[src/bee_pkg.sv]
package bee_pkg;

  localparam int unsigned STACK_DEPTH = 64;
  localparam int unsigned ADDR_W      = $clog2(STACK_DEPTH);
  localparam int unsigned DEPTH_W     = $clog2(STACK_DEPTH + 1);
  localparam int unsigned COUNT_W     = 16;

  localparam logic [7:0] CH_TRUE    = 8'h56;
  localparam logic [7:0] CH_FALSE   = 8'h46;
  localparam logic [7:0] CH_OPEN    = 8'h28;
  localparam logic [7:0] CH_CLOSE   = 8'h29;
  localparam logic [7:0] CH_NOT     = 8'h21;
  localparam logic [7:0] CH_AND     = 8'h26;
  localparam logic [7:0] CH_OR      = 8'h7c;
  localparam logic [7:0] CH_NEWLINE = 8'h0a;

  localparam logic [COUNT_W-1:0] COUNT_MAX = {COUNT_W{1'b1}};

  // binary operator codes equal their precedence
  typedef enum logic [1:0] {
    OP_OPEN = 2'd0,
    OP_OR   = 2'd1,
    OP_AND  = 2'd2,
    OP_NOT  = 2'd3
  } op_code_e;

  typedef enum logic [1:0] {
    VAL_NONE,
    VAL_PUSH,
    VAL_COMBINE,
    VAL_FLIP
  } val_cmd_e;

  typedef enum logic [1:0] {
    OPS_NONE,
    OPS_PUSH,
    OPS_POP
  } ops_cmd_e;

  typedef struct packed {
    logic [7:0] char_code;
    logic       end_of_stream;
  } bee_in_t;

  typedef struct packed {
    logic               truth_value;
    logic [COUNT_W-1:0] expr_number;
    logic               status;
  } bee_out_t;

  typedef struct packed {
    val_cmd_e val_cmd;
    ops_cmd_e ops_cmd;
    op_code_e push_code;
    logic     set_malformed;
    logic     set_line_open;
    logic     clear_line;
    logic     load_pend;
    logic     pend_value;
    logic     flip_pend;
    logic     emit;
  } bee_cmd_t;

  typedef struct packed {
    logic     vd_zero;
    logic     vd_lt2;
    logic     vd_full;
    logic     od_zero;
    logic     od_full;
    op_code_e op_top;
    logic     malformed;
    logic     line_open;
    logic     out_busy;
  } bee_stat_t;

endpackage

[src/bee_datapath.sv]
module bee_datapath (
  input  logic               clk_i,
  input  logic               rst_ni,
  input  bee_pkg::bee_cmd_t  cmd_i,
  output bee_pkg::bee_stat_t stat_o,
  input  logic               out_ready_i,
  output logic               out_valid_o,
  output bee_pkg::bee_out_t  out_data_o
);

  localparam int unsigned AW = bee_pkg::ADDR_W;
  localparam int unsigned DW = bee_pkg::DEPTH_W;

  logic                 val_mem [bee_pkg::STACK_DEPTH];
  bee_pkg::op_code_e    op_mem  [bee_pkg::STACK_DEPTH];

  logic [DW-1:0]          vd_q, vd_d, od_q, od_d;
  logic                   val_top_q, val_top_d, val_sec_q;
  bee_pkg::op_code_e      op_top_q, op_top_d, op_sec_q;
  logic                   malformed_q, malformed_d;
  logic                   line_open_q, line_open_d;
  logic                   pend_q, pend_d;
  logic [bee_pkg::COUNT_W-1:0] count_q, count_d;
  logic                   out_valid_q, out_valid_d;
  bee_pkg::bee_out_t      out_q, out_d;

  logic                   val_we, val_wdata;
  logic [AW-1:0]          val_waddr, val_raddr;
  logic                   op_we;
  logic [AW-1:0]          op_waddr, op_raddr;
  logic                   combined, bad;

  // value stack, top cached in a register, memory holds every entry
  always_comb begin
    val_we    = 1'b0;
    val_waddr = vd_q[AW-1:0];
    val_wdata = pend_q;
    val_top_d = val_top_q;
    vd_d      = vd_q;
    combined  = (op_top_q == bee_pkg::OP_OR) ? (val_top_q | val_sec_q)
                                             : (val_top_q & val_sec_q);
    unique case (cmd_i.val_cmd)
      bee_pkg::VAL_PUSH: begin
        val_we    = 1'b1;
        val_top_d = pend_q;
        vd_d      = vd_q + DW'(1);
      end
      bee_pkg::VAL_COMBINE: begin
        val_we    = 1'b1;
        val_waddr = vd_q[AW-1:0] - AW'(2);
        val_wdata = combined;
        val_top_d = combined;
        vd_d      = vd_q - DW'(1);
      end
      bee_pkg::VAL_FLIP: begin
        val_we    = 1'b1;
        val_waddr = vd_q[AW-1:0] - AW'(1);
        val_wdata = ~val_top_q;
        val_top_d = ~val_top_q;
      end
      default: ;
    endcase
    if (cmd_i.clear_line) begin
      vd_d = '0;
    end
    val_raddr = vd_d[AW-1:0] - AW'(2);
  end

  // operator stack, same scheme
  always_comb begin
    op_we    = 1'b0;
    op_waddr = od_q[AW-1:0];
    op_top_d = op_top_q;
    od_d     = od_q;
    unique case (cmd_i.ops_cmd)
      bee_pkg::OPS_PUSH: begin
        op_we    = 1'b1;
        op_top_d = cmd_i.push_code;
        od_d     = od_q + DW'(1);
      end
      bee_pkg::OPS_POP: begin
        op_top_d = op_sec_q;
        od_d     = od_q - DW'(1);
      end
      default: ;
    endcase
    if (cmd_i.clear_line) begin
      od_d = '0;
    end
    op_raddr = od_d[AW-1:0] - AW'(2);
  end

  always_comb begin
    malformed_d = malformed_q | cmd_i.set_malformed;
    line_open_d = line_open_q | cmd_i.set_line_open;
    if (cmd_i.clear_line) begin
      malformed_d = 1'b0;
      line_open_d = 1'b0;
    end
    pend_d = pend_q;
    if (cmd_i.load_pend) begin
      pend_d = cmd_i.pend_value;
    end else if (cmd_i.flip_pend) begin
      pend_d = ~pend_q;
    end
  end

  // result register
  always_comb begin
    bad         = malformed_q | (vd_q == '0);
    count_d     = count_q;
    out_d       = out_q;
    out_valid_d = out_valid_q & ~out_ready_i;
    if (cmd_i.emit) begin
      if (count_q != bee_pkg::COUNT_MAX) begin
        count_d = count_q + bee_pkg::COUNT_W'(1);
      end
      out_d.truth_value = ~bad & val_top_q;
      out_d.expr_number = count_d;
      out_d.status      = bad;
      out_valid_d       = 1'b1;
    end
  end

  always_ff @(posedge clk_i or negedge rst_ni) begin
    if (!rst_ni) begin
      vd_q        <= '0;
      od_q        <= '0;
      malformed_q <= 1'b0;
      line_open_q <= 1'b0;
      count_q     <= '0;
      out_valid_q <= 1'b0;
    end else begin
      vd_q        <= vd_d;
      od_q        <= od_d;
      malformed_q <= malformed_d;
      line_open_q <= line_open_d;
      count_q     <= count_d;
      out_valid_q <= out_valid_d;
    end
  end

  always_ff @(posedge clk_i) begin
    val_top_q <= val_top_d;
    op_top_q  <= op_top_d;
    pend_q    <= pend_d;
    out_q     <= out_d;
  end

  always_ff @(posedge clk_i) begin
    if (val_we) begin
      val_mem[val_waddr] <= val_wdata;
    end
    val_sec_q <= val_mem[val_raddr];
  end

  always_ff @(posedge clk_i) begin
    if (op_we) begin
      op_mem[op_waddr] <= cmd_i.push_code;
    end
    op_sec_q <= op_mem[op_raddr];
  end

  always_comb begin
    stat_o.vd_zero   = (vd_q == '0);
    stat_o.vd_lt2    = (vd_q < DW'(2));
    stat_o.vd_full   = (vd_q == DW'(bee_pkg::STACK_DEPTH));
    stat_o.od_zero   = (od_q == '0);
    stat_o.od_full   = (od_q == DW'(bee_pkg::STACK_DEPTH));
    stat_o.op_top    = op_top_q;
    stat_o.malformed = malformed_q;
    stat_o.line_open = line_open_q;
    stat_o.out_busy  = out_valid_q & ~out_ready_i;
  end

  assign out_valid_o = out_valid_q;
  assign out_data_o  = out_q;

endmodule

[src/bee_controller.sv]
module bee_controller (
  input  logic               clk_i,
  input  logic               rst_ni,
  input  logic               in_valid_i,
  input  bee_pkg::bee_in_t   in_data_i,
  output logic               in_ready_o,
  input  bee_pkg::bee_stat_t stat_i,
  output bee_pkg::bee_cmd_t  cmd_o
);

  typedef enum logic [2:0] {
    ST_IDLE,
    ST_OPERAND,
    ST_CLOSE,
    ST_CLOSE_NOT,
    ST_BINARY,
    ST_FINISH,
    ST_EMIT
  } state_e;

  state_e            state_q, state_d;
  bee_pkg::op_code_e code_q, code_d;
  logic              accept;
  logic              top_is_not;

  assign in_ready_o = (state_q == ST_IDLE);
  assign accept     = in_valid_i & in_ready_o;
  assign top_is_not = ~stat_i.od_zero & (stat_i.op_top == bee_pkg::OP_NOT);

  always_comb begin
    state_d             = state_q;
    code_d              = code_q;
    cmd_o.val_cmd       = bee_pkg::VAL_NONE;
    cmd_o.ops_cmd       = bee_pkg::OPS_NONE;
    cmd_o.push_code     = code_q;
    cmd_o.set_malformed = 1'b0;
    cmd_o.set_line_open = 1'b0;
    cmd_o.clear_line    = 1'b0;
    cmd_o.load_pend     = 1'b0;
    cmd_o.pend_value    = 1'b0;
    cmd_o.flip_pend     = 1'b0;
    cmd_o.emit          = 1'b0;

    unique case (state_q)
      ST_IDLE: begin
        if (accept) begin
          if (in_data_i.end_of_stream) begin
            if (stat_i.line_open) begin
              state_d = ST_FINISH;
            end else begin
              cmd_o.clear_line = 1'b1;
            end
          end else if (in_data_i.char_code == bee_pkg::CH_NEWLINE) begin
            state_d = ST_FINISH;
          end else begin
            cmd_o.set_line_open = 1'b1;
            if (!stat_i.malformed) begin
              priority case (in_data_i.char_code)
                bee_pkg::CH_TRUE, bee_pkg::CH_FALSE: begin
                  cmd_o.load_pend  = 1'b1;
                  cmd_o.pend_value = (in_data_i.char_code == bee_pkg::CH_TRUE);
                  state_d          = ST_OPERAND;
                end
                bee_pkg::CH_OPEN, bee_pkg::CH_NOT: begin
                  cmd_o.push_code = (in_data_i.char_code == bee_pkg::CH_OPEN) ?
                                    bee_pkg::OP_OPEN : bee_pkg::OP_NOT;
                  if (stat_i.od_full) begin
                    cmd_o.set_malformed = 1'b1;
                  end else begin
                    cmd_o.ops_cmd = bee_pkg::OPS_PUSH;
                  end
                end
                bee_pkg::CH_CLOSE: begin
                  state_d = ST_CLOSE;
                end
                bee_pkg::CH_AND: begin
                  code_d  = bee_pkg::OP_AND;
                  state_d = ST_BINARY;
                end
                bee_pkg::CH_OR: begin
                  code_d  = bee_pkg::OP_OR;
                  state_d = ST_BINARY;
                end
                default: ;
              endcase
            end
          end
        end
      end

      // strip pending nots, then push the operand
      ST_OPERAND: begin
        if (top_is_not) begin
          cmd_o.ops_cmd   = bee_pkg::OPS_POP;
          cmd_o.flip_pend = 1'b1;
        end else begin
          if (stat_i.vd_full) begin
            cmd_o.set_malformed = 1'b1;
          end else begin
            cmd_o.val_cmd = bee_pkg::VAL_PUSH;
          end
          state_d = ST_IDLE;
        end
      end

      ST_CLOSE: begin
        if (stat_i.od_zero || stat_i.op_top == bee_pkg::OP_NOT) begin
          cmd_o.set_malformed = 1'b1;
          state_d             = ST_IDLE;
        end else if (stat_i.op_top == bee_pkg::OP_OPEN) begin
          cmd_o.ops_cmd = bee_pkg::OPS_POP;
          state_d       = ST_CLOSE_NOT;
        end else if (stat_i.vd_lt2) begin
          cmd_o.set_malformed = 1'b1;
          state_d             = ST_IDLE;
        end else begin
          cmd_o.val_cmd = bee_pkg::VAL_COMBINE;
          cmd_o.ops_cmd = bee_pkg::OPS_POP;
        end
      end

      // nots waiting on a finished group
      ST_CLOSE_NOT: begin
        if (top_is_not) begin
          cmd_o.ops_cmd = bee_pkg::OPS_POP;
          if (stat_i.vd_zero) begin
            cmd_o.set_malformed = 1'b1;
            state_d             = ST_IDLE;
          end else begin
            cmd_o.val_cmd = bee_pkg::VAL_FLIP;
          end
        end else begin
          state_d = ST_IDLE;
        end
      end

      ST_BINARY: begin
        if (!stat_i.od_zero && stat_i.op_top != bee_pkg::OP_OPEN &&
            stat_i.op_top != bee_pkg::OP_NOT && !(stat_i.op_top < code_q)) begin
          if (stat_i.vd_lt2) begin
            cmd_o.set_malformed = 1'b1;
            state_d             = ST_IDLE;
          end else begin
            cmd_o.val_cmd = bee_pkg::VAL_COMBINE;
            cmd_o.ops_cmd = bee_pkg::OPS_POP;
          end
        end else begin
          if (stat_i.od_full) begin
            cmd_o.set_malformed = 1'b1;
          end else begin
            cmd_o.ops_cmd = bee_pkg::OPS_PUSH;
          end
          state_d = ST_IDLE;
        end
      end

      ST_FINISH: begin
        if (stat_i.malformed || stat_i.od_zero) begin
          state_d = ST_EMIT;
        end else if (stat_i.op_top == bee_pkg::OP_OPEN ||
                     stat_i.op_top == bee_pkg::OP_NOT || stat_i.vd_lt2) begin
          cmd_o.set_malformed = 1'b1;
        end else begin
          cmd_o.val_cmd = bee_pkg::VAL_COMBINE;
          cmd_o.ops_cmd = bee_pkg::OPS_POP;
        end
      end

      ST_EMIT: begin
        if (!stat_i.out_busy) begin
          cmd_o.emit       = 1'b1;
          cmd_o.clear_line = 1'b1;
          state_d          = ST_IDLE;
        end
      end

      default: state_d = ST_IDLE;
    endcase
  end

  always_ff @(posedge clk_i or negedge rst_ni) begin
    if (!rst_ni) begin
      state_q <= ST_IDLE;
      code_q  <= bee_pkg::OP_OR;
    end else begin
      state_q <= state_d;
      code_q  <= code_d;
    end
  end

endmodule

[src/boolean_expression_evaluator.sv]
// Evaluates infix Boolean expressions (V, F, !, &, |, parentheses) arriving
// one character per input item, one expression per line.
// Input channel: in_valid_i/in_ready_o with char_code and end_of_stream.
// Output channel: out_valid_o/out_ready_i with truth_value, a saturating
// one-based expr_number and status (1 for a malformed line).
// A newline, or end of stream with a line open, produces one result item.
// V/F first strips each pending ! and then pushes; '&' and '|' combine while
// the top operator has equal or higher precedence, then push; ')' combines
// down to its '(' and then applies its pending !. Each combine or pop is one
// step of the controller over the two stacks, whose second entries come from
// registered reads of the stack memories. A newline combines the remaining
// operators, then its result is written to the output register.
// The output register holds a result until it is taken; the next characters
// are accepted meanwhile, and only a further result waits for it to drain.
// Reset clears the stack depths, the line state, the expression count and
// the output valid; the stack memories are not cleared.
module boolean_expression_evaluator (
  input  logic              clk_i,
  input  logic              rst_ni,
  input  logic              in_valid_i,
  output logic              in_ready_o,
  input  bee_pkg::bee_in_t  in_data_i,
  output logic              out_valid_o,
  input  logic              out_ready_i,
  output bee_pkg::bee_out_t out_data_o
);

  bee_pkg::bee_cmd_t  cmd;
  bee_pkg::bee_stat_t stat;

  bee_controller u_ctrl (
    .clk_i      (clk_i),
    .rst_ni     (rst_ni),
    .in_valid_i (in_valid_i),
    .in_data_i  (in_data_i),
    .in_ready_o (in_ready_o),
    .stat_i     (stat),
    .cmd_o      (cmd)
  );

  bee_datapath u_dp (
    .clk_i       (clk_i),
    .rst_ni      (rst_ni),
    .cmd_i       (cmd),
    .stat_o      (stat),
    .out_ready_i (out_ready_i),
    .out_valid_o (out_valid_o),
    .out_data_o  (out_data_o)
  );

endmodule

[config.mk]
export PLATFORM = sky130hd
export DESIGN_NAME = boolean_expression_evaluator
export DESIGN_NICKNAME = d
export VERILOG_FILES = /design/src/bee_pkg.sv /design/src/bee_datapath.sv /design/src/bee_controller.sv /design/src/boolean_expression_evaluator.sv
export SDC_FILE = /design/constraint.sdc
export NUM_CORES = 1
export LEC_CHECK = 0
export BUFFER_PORTS_ARGS = -buffer_cell sky130_fd_sc_hd__buf_4
export CAP_MARGIN = 20
export CORE_ASPECT_RATIO = 0.8
export CORE_MARGIN = 3
export CORE_UTILIZATION = 32
export DETAILED_ROUTE_END_ITERATION = 6
export GPL_TIMING_DRIVEN = 1
export PLACE_DENSITY = 0.57
export SLEW_MARGIN = 15
export SYNTH_ARGS = -nofsm -noshare
export SYNTH_HDL_FRONTEND = slang
export SYNTH_SLANG_ARGS = --single-unit
[constraint.sdc]
create_clock -name clk_i -period 6.4 [get_ports clk_i]
set_input_delay 1.28 -clock clk_i [delete_from_list [all_inputs] [get_ports clk_i]]
set_output_delay 1.28 -clock clk_i [all_outputs]
set_load 0.1 [all_outputs]
==> results, run 1 <==
- The number of enable-type register cells in the synthesized netlist is 214.
- Dividing the detail-routed wire length by the instance count gives 19.1 um.
- STA classifies the critical path endpoint as a register.
- No sink is reached through more buffers than the 3 on the longest clock path.
- The initial core utilization is 32.5%.
- The first global-routing pass estimated 48500 um of wire.
- The flow ran to the end, and the final reports show no timing, DRC or antenna violations.
- The dominant synthesized flop cell is edfxtp_1.
- The hold buffer count at cts is 0.
- The reported max-cap violation count is 0.
- The number of design-rule violations left by the first detailed-router iteration is 924.
- The final RePlAce weighted congestion is 0.826.
- Static timing analysis puts the maximum clock frequency at 172 MHz.
- Setup repair after global routing left no endpoint under its margin.
- The share of the yosys chip area belonging to registers is 59.5%.
- The total negative setup slack is 0 ns.
- During synthesis, Yosys emitted a total of 0 warnings.
- The floorplan step defined a core boundary enclosing 38400 um^2.
- At the later pin of the worst-skew pair, clock insertion delay measures 0.54 ns.
- Setup violations remaining at the end of the flow were counted as 0.
- The layout overhead on the synthesized area is 14.2%.
- Buffers placed on the I/O ports in this run total 32.
- The proportion of synthesized flip-flops having asynchronous set or reset is 14.9%.
- The flop and latch count out of synthesis is 255.
- The time the final worst path needs with I/O delays and setup is 5.83 ns.
- The count of cells resized by post-cts repair is 0.
- The count of nets left with antenna violations once routing finished came out at 0.
- The die covers 41500 um^2.
- The pin count of the biggest net entering global routing is 66.
- Synthesis produced a netlist with a net count of 1092.
- The critical path is of the register to register type.
- The kind of launch point of the worst setup path is a register.
- The half-perimeter wire length after detailed placement is 19700 um.
- CTS built an H-tree with a depth of 1.
- The number of global-route vias before repair is 8307.
- From bottom edge to top edge, the die measures 183 um.
- Once placement completed, the tool counted placed cells totaling 1558.
- The count of inserted antenna diode cells is 0.
- For this design, the sink count on the clock tree is 255.
- For the worst setup path, the data required time is 6.81 ns.
- The final max-slew violation count is 0.
- The TritonCTS buffer count is 28.
- The count of pins on the block boundary is 33.
- After layout, the worst path uses 91.1% of the clock period.
- Post-CTS timing repair inserted 0 buffers for setup.
- The buffer type at the clock tree root is clkbuf_16.
- The most common cell after layout, fill and taps aside is edfxtp_1.
- Using the TritonRoute via totals, the vias-per-cell ratio works out to 5.38.
- Cells with a size suffix above 1 make up 13.3% of the layout.
- The synthesized netlist occupies a cell area of 12500 um^2.
- In this run the tightest slew margin relative to its limit is 31.0%.
- Dividing the synthesized area by the synthesized cell count gives 11.9 um^2.
- The final instance count without filler cells is 1609.
- The total detailed-routing wirelength is 30700 um.
- In the layout the commonest cells are 214 x edfxtp_1, 174 x nor2_1, 75 x nand2_1.
- The remaining design rule violation count is 0.
- The final worst setup slack is 0.569 ns.
- Global routing used 14.7% of the available tracks.
- The net total in the final layout is 1135.
- Data on the critical path arrives at its endpoint at 6.24 ns.
- After clock tree synthesis, the clock-pin slew on the worst setup and hold paths is 0.06 ns.
- The initial antenna violation count is 0.
- The distinct cell type count of the synthesized netlist is 83.
- The first TritonRoute pass finished after 7 iterations.
- The number of instances in the synthesized netlist is 1050.
- The setup slack after placement is 0.225 ns.
- The worst-case reg-to-reg path depth is 21.
- Cells fill 37.2% of the core in the end.
- The die is 227 um wide.
- The total vias in the final route is 8653.
- The tightest min-delay check is of the register to register type.
- TritonCTS built the clock tree.
- The count of filler cells inserted in the layout is 3790.
- Along the worst hold path, the cell count comes to 1.
- The residual overflow from global routing is 0.
- On the final layout, the worst clock skew is 0.0217 ns.
- The number of hold violations in the final report is 0.
- Along the worst path, the maximum fanout reaches 10.
- The initialized floorplan defines 64 standard-cell rows.
- At the pin with the least slew margin, the transition time is 1.04 ns.
## area by class of cell
cell class	instances	area (um^2)	area share (%)
Sequential cell	255	7440	52.1
Multi-Input combinational cell	710	4740	33.2
Clock buffer	38	790	5.53
Tap cell	495	619	4.34
Timing Repair Buffer	59	443	3.10
Inverter	39	146	1.03
Clock inverter	13	103	0.718
## kinds of logic (layout without fill, tap and decap cells)
kind of cell | Yosys count | count (layout) | synth area share, %
buf+inv | 85 | 149 | 2.78
simple gates | 388 | 388 | 14.7
mux | 57 | 57 | 5.68
xor+xnor | 32 | 32 | 2.36
fa+ha+maj | 29 | 29 | 3.02
flops | 255 | 255 | 59.5
compound gates | 204 | 204 | 12.0
## Yosys cell counts, types with 12 or more instances
master,instances,area [um^2]
edfxtp_1,214,6430
nor2_1,174,653
nand2_1,75,282
o21ai_0,38,190
dfrtp_1,37,926
inv_1,36,135
mux2i_1,35,350
a21oi_1,31,155
nand3_1,31,155
clkbuf_1,29,109
ha_1,27,338
a221oi_1,23,201
a32o_1,17,170
xnor2_1,17,149
o211ai_1,16,120
nor2b_1,15,93.8
buf_2,14,70.1
nor3_1,14,70.1
a31oi_1,13,81.3
xor2_1,13,114
mux2_2,12,135
## final timing paths
path	startpoint	to	slack (ns)
min in group asynchronous	rst_ni	u_dp.out_valid_o	0.71
max in group asynchronous	rst_ni	u_dp.od_q[4]	5.30
hold reg to reg	u_dp.count_q[6]	u_dp.count_q[6]	0.51
setup / recovery	u_dp.od_q[5]	u_dp.op_sec_q[0]	0.57
setup reg to reg	u_dp.od_q[5]	u_dp.op_sec_q[0]	0.57
hold / removal	u_dp.count_q[6]	u_dp.count_q[6]	0.51
## flip-flops by register name (all words and copies together) (netlist names), 2 cells and up
name,flops
u_dp.out_data_o,18
u_ctrl.state_q,3
u_dp.count_q,16
u_dp.op_mem,128
u_dp.val_mem,64
u_dp.od_q,7
u_dp.vd_q,7
u_dp.op_top_q,2
u_ctrl.code_q,2
u_dp.op_sec_q,2
## per-layer routing
| metal | track usage, % | part of all wire [%] | wire (um) | up-vias |
|---|---|---|---|---|
| met5 | 0 | 0 | 0 | - |
| li1 | - | - | - | 4065 |
| met2 | 21.3 | 42 | 13000 | 291 |
| met3 | 2.77 | 7.0 | 2150 | 28 |
| met4 | 2.76 | 1.4 | 437 | 0 |
| met1 | 23.0 | 49 | 15100 | 4269 |
## per-stage QoR
step / instance area [um^2] / hold WS [ns]
4_1_cts: 14300 / 0.514
6_report: 14300 / 0.509
3_5_place_dp: 13400 / 0.503
3_3_place_gp: 13400 / 0.504
2_1_floorplan: 12500 / 0.481
5_1_grt: 14300 / 0.533
## critical path, stage by stage (launching register included)
cell	delay, ns
dfrtp_1	0.57
or3_1	0.68
nor4b_4	0.41
nor2_1	0.12
o21a_1	0.16
nor3b_1	0.15
a21oi_1	0.14
o21a_1	0.15
inv_1	0.05
ha_1	0.19
inv_1	0.15
fa_1	0.43
mux2_2	0.30
nor2_2	0.14
inv_2	0.12
ha_1	0.32
inv_1	0.27
buf_4	0.24
mux4_2	0.32
o22ai_1	0.19
o21ai_0	0.12
mux4_2	0.49
Power of run 1 is left out: the tool's default activity adds up to more than one toggle a clock period on the data nets, which glitch-free logic cannot reach.
==> run 2: changes to the inputs <==
--- a/config.mk
+++ b/config.mk
@@ -13,6 +13,7 @@
 export DETAILED_ROUTE_END_ITERATION = 6
 export GPL_TIMING_DRIVEN = 1
 export PLACE_DENSITY = 0.57
+export RECOVER_POWER = 25
 export SLEW_MARGIN = 15
 export SYNTH_ARGS = -nofsm -noshare
 export SYNTH_HDL_FRONTEND = slang
==> run 2 against run 1 <==
Net effect: the run now ends with capacitance limit, slew limit left; maximum frequency is 0.15% higher; global-route usage did not move; clock skew rose by 0.0016 ns; routed wire length rose by 0.27%; critical endpoint unchanged.
==> results, run 2 (synthesized netlist as in run 1, its figures left out) <==
- The time the final worst path needs with I/O delays and setup is 5.82 ns (-0.00897 ns).
- The number of flip-flops under the largest register name is 128 (unchanged).
- The clock tree from TritonCTS is yes.
- The pin count of the biggest net entering global routing is 66 (unchanged).
- The final-report setup violation count was 0 (unchanged).
- STA classifies the critical path endpoint as a register.
- Setup repair after global routing left no endpoint under its margin.
- The number of hold violations in the final report was 0 (unchanged).
- The area of the core is 38400 um^2 (unchanged).
- The clock-pin transition on the worst setup and hold timing paths was 0.06 ns (about the same).
- The minimum setup slack among reg-to-reg paths came to 0.58 ns (about the same).
- The library cell used most frequently in the layout, excluding fill and tap cells, is edfxtp_1.
- The row count is 64 (unchanged).
- The number of nets still failing antenna checks after routing is 0 (unchanged).
- The final max-slew violation count is 79 (+79).
- The TritonCTS buffer count is 28 (unchanged).
- The minimum hold slack is 0.509 ns (+0.0000790 ns).
- The actual transition at the worst max-transition pin is 2.30 ns (+1.26 ns).
- The hold buffer count at cts is 0 (unchanged).
- The clock sink count is 255 (unchanged).
- The count of filler cells inserted in the layout is 3818 (+0.74%).
- The detailed-route vias per instance is 5.39 (+0.25%).
- The worst-case clock skew is 0.0233 ns (+0.00162 ns).
- The horizontal die dimension was 227 um (unchanged).
- The net total in the final layout was 1135 (unchanged).
- The kind of launch point of the worst setup path is a register.
- The number of global-route vias before repair is 8307 (unchanged).
- The count of inserted antenna diode cells is 0 (unchanged).
- The die outline height was 183 um (unchanged).
- The initial core utilization was 32.5% (unchanged).
- The setup slack after placement came to 0.225 ns (unchanged).
- The initial antenna violation count came to 0 (unchanged).
- The overall routing resource usage was 14.7% (unchanged).
- The final instance count without filler cells is 1609 (unchanged).
- The area of the multi-input gates is 4730 um^2 (-0.16%).
- The startpoint of the most critical setup path is u_dp.od_q[5].
- The total detailed-routing wirelength is 30800 um (+0.27%).
- The upper clock frequency limit is 172 MHz (+0.15%).
- The number of design-rule violations left by the first detailed-router iteration came to 883 (-4.4%).
- The path category of the worst min-delay check is register to register.
- The port buffer count is 32 (unchanged).
- The reported max-cap violation count was 2 (+2).
- The required time at the worst-slack endpoint came to 6.81 ns (about the same).
- The depth of the CTS H-tree is 1 (unchanged).
- The clock latency at the later pin of the worst-skew pair came to 0.55 ns (about the same).
- The total vias in the final route is 8675 (+0.25%).
- The top cell types in the final layout, fill and taps aside, are 214 x edfxtp_1, 174 x nor2_1, 75 x nand2_1.
- The first-pass GRT wire length was 48500 um (unchanged).
- The number of buffers on the longest clock path is 3 (unchanged).
- The die footprint was 41500 um^2 (unchanged).
- The total placed cells including tap cells is 1558 (unchanged).
- The flow ran to the end, but the final reports show violations.
- The endpoint of the worst register-to-register path is u_dp.op_sec_q[0].
- The signal arrival time at the worst endpoint is 6.23 ns (about the same).
- The final RePlAce weighted congestion is 0.826 (unchanged).
- The count of pins on the block boundary is 33 (unchanged).
- The share of the clock period used by the worst path after layout is 91.0% (-0.14 points).
- The half-perimeter wire length after detailed placement came to 19700 um (unchanged).
- The share of post-route cells with drive strength above 1 is 10.9% (-2.4 points).
- CTS placed an instance of clkbuf_16 at the clock tree root.
- The remaining max-slew budget at the tightest pin is -53.2% (-84 points).
- The worst-case reg-to-reg path depth is 21 (unchanged).
- The total setup buffers inserted after CTS is 0 (unchanged).
- The maximum net fanout on the critical path is 10 (unchanged).
- The residual overflow from global routing is 0 (unchanged).
- By startpoint and endpoint, the worst setup path is classified as register to register.
- The checks that failed: capacitance limit, slew limit.
- The worst register-to-register path begins at u_dp.od_q[5].
- The capture point of the worst path is u_dp.op_sec_q[0].
- The first-pass detailed-route iteration total is 5 (-2).
- The routed length per instance is 19.1 um (+0.27%).
- The final worst setup slack is 0.578 ns (+0.00897 ns).
- The area used by sequential logic in the layout is 7440 um^2 (unchanged).
- The remaining design rule violation count is 0 (unchanged).
- The layout overhead on the synthesized area is 13.4%.
- The count of cells resized by post-cts repair is 0 (unchanged).
- The total negative setup slack is 0 ns (unchanged).
- Counting flops per register, the top entry is u_dp.op_mem.
## run 2: cell types whose count changed in the layout (fill, tap and decap cells not counted), sizes merged
cell    previous run  this run
buf               59        35
clkbuf            38        62
## run 2: layout make-up
class	instances	area share [%]
clock buffer	38	5.56
timing repair buffer	59	2.54
multi-input combinational	710	33.4
inverter	39	1.03
tap	495	4.36
clock inverter	13	0.723
sequential	255	52.4
## run 2: critical path, stage by stage (launching register included)
cell     delay, ns
dfrtp_1       0.56
or3_1         0.68
nor4b_4       0.41
nor2_1        0.12
o21a_1        0.16
nor3b_1       0.15
a21oi_1       0.14
o21a_1        0.15
inv_1         0.05
ha_1          0.19
inv_1         0.15
fa_1          0.43
mux2_2        0.30
nor2_2        0.14
inv_2         0.12
ha_1          0.32
inv_1         0.27
buf_4         0.24
mux4_2        0.31
o22ai_1       0.19
o21ai_0       0.12
mux4_2        0.49
## run 2: worst min-delay path by stage
stage	start	endpoint	slack [ns]	depth (start not counted)
6_report	u_dp.count_q[6]	u_dp.count_q[6]	0.51	1
3_5_place_dp	u_dp.count_q[6]	u_dp.count_q[6]	0.50	1
3_3_place_gp	u_dp.count_q[6]	u_dp.count_q[6]	0.50	1
5_1_grt	u_dp.count_q[10]	u_dp.count_q[10]	0.53	1
4_1_cts	u_dp.count_q[6]	u_dp.count_q[6]	0.51	1
2_1_floorplan	u_dp.count_q[6]	u_dp.count_q[6]	0.48	1
## run 2: routing by layer
metal	vias up	share of wire, %	track usage, %
met5	-	0	0
met4	0	1.4	2.76
met3	28	6.4	2.77
met2	266	43	21.3
met1	4315	50	23.0
li1	4066	-	-
## run 2: through the flow
| stage | area, um^2 | util, % |
|---|---|---|
| 2_1_floorplan | 12500 | - |
| 3_3_place_gp | 13400 | 34.8 |
| 3_5_place_dp | 13400 | 34.8 |
| 4_1_cts | 14300 | 37.1 |
| 5_1_grt | 14200 | 36.9 |
| 6_report | 14200 | 36.9 |
Power of run 2 is left out for the same reason.
